[config.mk]
export PLATFORM = sky130hd
export DESIGN_NAME = swmss_ram
export DESIGN_NICKNAME = d
export VERILOG_FILES = /design/src/swmss_ram.sv
export SDC_FILE = /design/constraint.sdc
export NUM_CORES = 1
export LEC_CHECK = 0
export ABC_AREA = 1
export BUFFER_PORTS_ARGS = -buffer_cell sky130_fd_sc_hd__buf_4
export CAP_MARGIN = 20
export CORE_ASPECT_RATIO = 1.4
export CORE_UTILIZATION = 55
export DETAILED_ROUTE_END_ITERATION = 12
export PLACE_DENSITY = 0.79
export SYNTH_ARGS = -nofsm -noshare
export SYNTH_HDL_FRONTEND = slang
export SYNTH_SLANG_ARGS = --single-unit
[constraint.sdc]
create_clock -name i_clk -period 2.35 [get_ports i_clk]
set_clock_uncertainty 0.1 [all_clocks]
set_input_delay 0.3525 -clock i_clk [delete_from_list [all_inputs] [get_ports i_clk]]
set_output_delay 0.3525 -clock i_clk [all_outputs]
set_load 0.03 [all_outputs]
[src/swmss_ram.sv]
// Generic single write port RAM with a registered read port.
module swmss_ram #(
    parameter int WIDTH = 16,
    parameter int DEPTH = 32
) (
    input  logic                     i_clk,
    input  logic                     i_we,
    input  logic [$clog2(DEPTH)-1:0] i_waddr,
    input  logic [WIDTH-1:0]         i_wdata,
    input  logic [$clog2(DEPTH)-1:0] i_raddr,
    output logic [WIDTH-1:0]         o_rdata
);

    logic [WIDTH-1:0] r_mem [DEPTH];
    logic [WIDTH-1:0] r_rdata;

    always_ff @(posedge i_clk) begin
        if (i_we) begin
            r_mem[i_waddr] <= i_wdata;
        end
        r_rdata <= r_mem[i_raddr];
    end

    assign o_rdata = r_rdata;

endmodule

==> run_results.csv <==
group,metric,value,unit
power_and_ir_drop,swShare,22.26,%
power_and_ir_drop,pwr-share-comb,6.6,%
power_and_ir_drop,intPower,14.90,mW
finish,final_area,0.02354,mm2
floorplan,core_area,0.03784,mm2
finish,layout.cells.most_common,"nand2_1",
synthesis,syn_area_per_cell,11.87,um2
floorplan,die-area,0.03953,mm2
timing,slew-limit-headroom,57.03,%
power_and_ir_drop,irDropWorstVdd,0.5847,mV
setup_path,critPathKind,"flop to output port",
floorplan,top_level_ports,44,
placement,placed_cell_area,0.02208,mm2
setup_path,crit_start,"o_rdata[15]",
clock_tree,cts_tree,"built",
finish,layout-drive-gt1-share,9.193,%
routing,wl_per_cell,22.04,um
synthesis,syn-num-nets,1822,
timing,fin_crit,1720,ps
setup_path,slowest_delay,480,ps
status,status,"completed",
synthesis,synth_largest_area_cell,"edfxtp_1",
routing,dr.first_iter.drc_count,1705,
clock_tree,cts-root-buf,"clkbuf_16",
timing,setup_viol,0,
setup_path,r2r_start,"r_mem[3][2]",
clock_tree,cts_buffers,45,
setup_path,crit_family,"flip-flops",
placement,port_buffers,43,
routing,firstDrtPassIters,6,
routing,drc,0,
synthesis,yosysUniqueCellTypes,15,
power_and_ir_drop,p_leak,8.708,nW
clock_tree,post_cts_buffers,0,
timing,fin_tns_setup,0,ps
clock_tree,insertion_delay,570,ps
routing,via_per_inst,6.003,
finish,nets,1863,
grt,grt_pass1_wl,78.78,mm
job,maxCapViolations,0,
placement,post-place-ws,334.8,ps
finish,postLayoutCoreUtil,62.22,%
floorplan,initial_utilization,56.30,%
setup_path,regToRegSetupSlack,1040,ps
clock_tree,cts.clk_slew.worst_paths,70,ps
setup_path,crit_required,1900,ps
synthesis,synth_cells,1794,
synthesis,syn_area,0.02130,mm2
power_and_ir_drop,seqPwrFrac,54.9,%
min_path,hold_path.class,"input port to flop",
setup_path,endpoint,"o_rdata[15]",
setup_path,r2r_end,"o_rdata[2]",
timing,tightestPinTransition,644.5,ps
timing,hold_viol,0,
power_and_ir_drop,power_density,814.0,mW/mm2
routing,vias,14080,
grt,grt_pass1_vias,13960,
setup_path,cp.arrival,1270,ps
synthesis,yosys-top-cells-area,"edfxtp_1 (72%), nand2_1 (13%), nand3_1 (9.3%)",
finish,final_cell_mix,"nand2_1 (720), edfxtp_1 (512), nand3_1 (396)",
setup_path,startpoint_type,"flop",
floorplan,die_w,168.3,um
setup_path,crit_cells,1,
timing,worst_slack,630.3,ps
placement,dpl.hpwl,29.34,mm
finish,area_growth,10.52,%
synthesis,netlist.area_leader.share,72.18,%
routing,wirelength,51.70,mm
setup_path,r2r_cells,8,
timing,post-route-period-util,73.18,%
grt,grt_start_max_net_pins,103,
setup_path,crit_chain,"buf_4",
clock_tree,hold_buffers,0,
power_and_ir_drop,switching_power,4.266,mW
routing,ant_nets,0,
clock_tree,clk_path_buf_depth,3,
setup_path,cp_slowest_cell,"dfxtp_1",
timing,rsz0062_at_grt,"no",
placement,place_congestion,0.8275,
clock_tree,clkSinkCount,528,
clock_tree,cts-resized-gates,0,
grt,antenna_found_initial,2,
power_and_ir_drop,clock_power_share,38.4,%
setup_path,cp-end-kind,"output port",
grt,grtUsageTotal,26.62,%
clock_tree,h-tree-depth,2,
floorplan,rows,84,
grt,grt_overflow,0,
setup_path,path_buf_inv,1,
timing,slew_violations,0,
synthesis,yosysSeqAreaShare,73.68,%
floorplan,die_h,234.9,um
synthesis,ys_warn_count,0,
timing,max_freq,581.5,MHz
synthesis,ys_seq_elements,528,
setup_path,crit_fanout,1,
-- flip-flops by register name, indices dropped and copies added (netlist names) --
name	flops
r_mem	512
o_rdata	16
-- how the worst min path moves through the flow --
stage	start	end	cells after the start
2_1_floorplan	i_wdata[0]	r_mem[0][0]	0
3_3_place_gp	r_mem[30][6]	o_rdata[6]	8
3_5_place_dp	r_mem[2][8]	o_rdata[8]	8
4_1_cts	i_raddr[4]	o_rdata[9]	3
5_1_grt	i_wdata[5]	r_mem[3][5]	1
6_report	i_wdata[5]	r_mem[3][5]	1
-- stage by stage --
stage / total power, mW / hold WS, ps / std cells
floorplan: 11.49 / 351.4 / 1794
global placement: 11.94 / 621.5 / 2261
detailed placement: 11.99 / 643.4 / 2261
CTS: 19.20 / 68.11 / 2344
global route: 19.66 / 95.64 / 2346
finish: 19.16 / 93.64 / 2346
-- power by group through the flow --
stage               sequential [mW]  clock, mW  combinational [mW]
floorplan                      10.8          0               0.727
global placement               10.7          0                1.21
detailed placement             10.7          0                1.25
CTS                            10.5       7.41                1.26
global route                   10.5       7.74                1.39
finish                         10.5       7.36                1.27
-- synthesized netlist by cell type (all sizes together) --
cell,number
dfxtp,16
edfxtp,512
nor2,32
clkbuf,19
buf,89
inv,10
nand3,396
nand2,720
-- cell families (layout without fill, tap and decap cells) --
group / count (synthesis) / after routing / share of synthesized area, %
simple gates: 1148 / 1148 / 22.56
flops: 528 / 528 / 73.68
buf+inv: 118 / 195 / 3.765
other cells: 0 / 2 / 0
-- cell type report --
type	instances	area, um2
Fill cell	2696	14290
Multi-Input combinational cell	1148	4805
Clock buffer	56	1197
Tap cell	473	591.8
Inverter	10	45.04
Clock inverter	27	256.5
Timing Repair Buffer	102	947.2
Antenna cell	2	5.005
Sequential cell	528	15700
-- layer usage --
| layer | global-route usage (%) | share of wire (%) |
|---|---|---|
| met5 | 0 | 0 |
| met1 | 33.70 | 36 |
| met4 | 14.85 | 4.8 |
| met2 | 44.46 | 51 |
| met3 | 3.470 | 8.7 |
(Power assumes the default switching activity.)
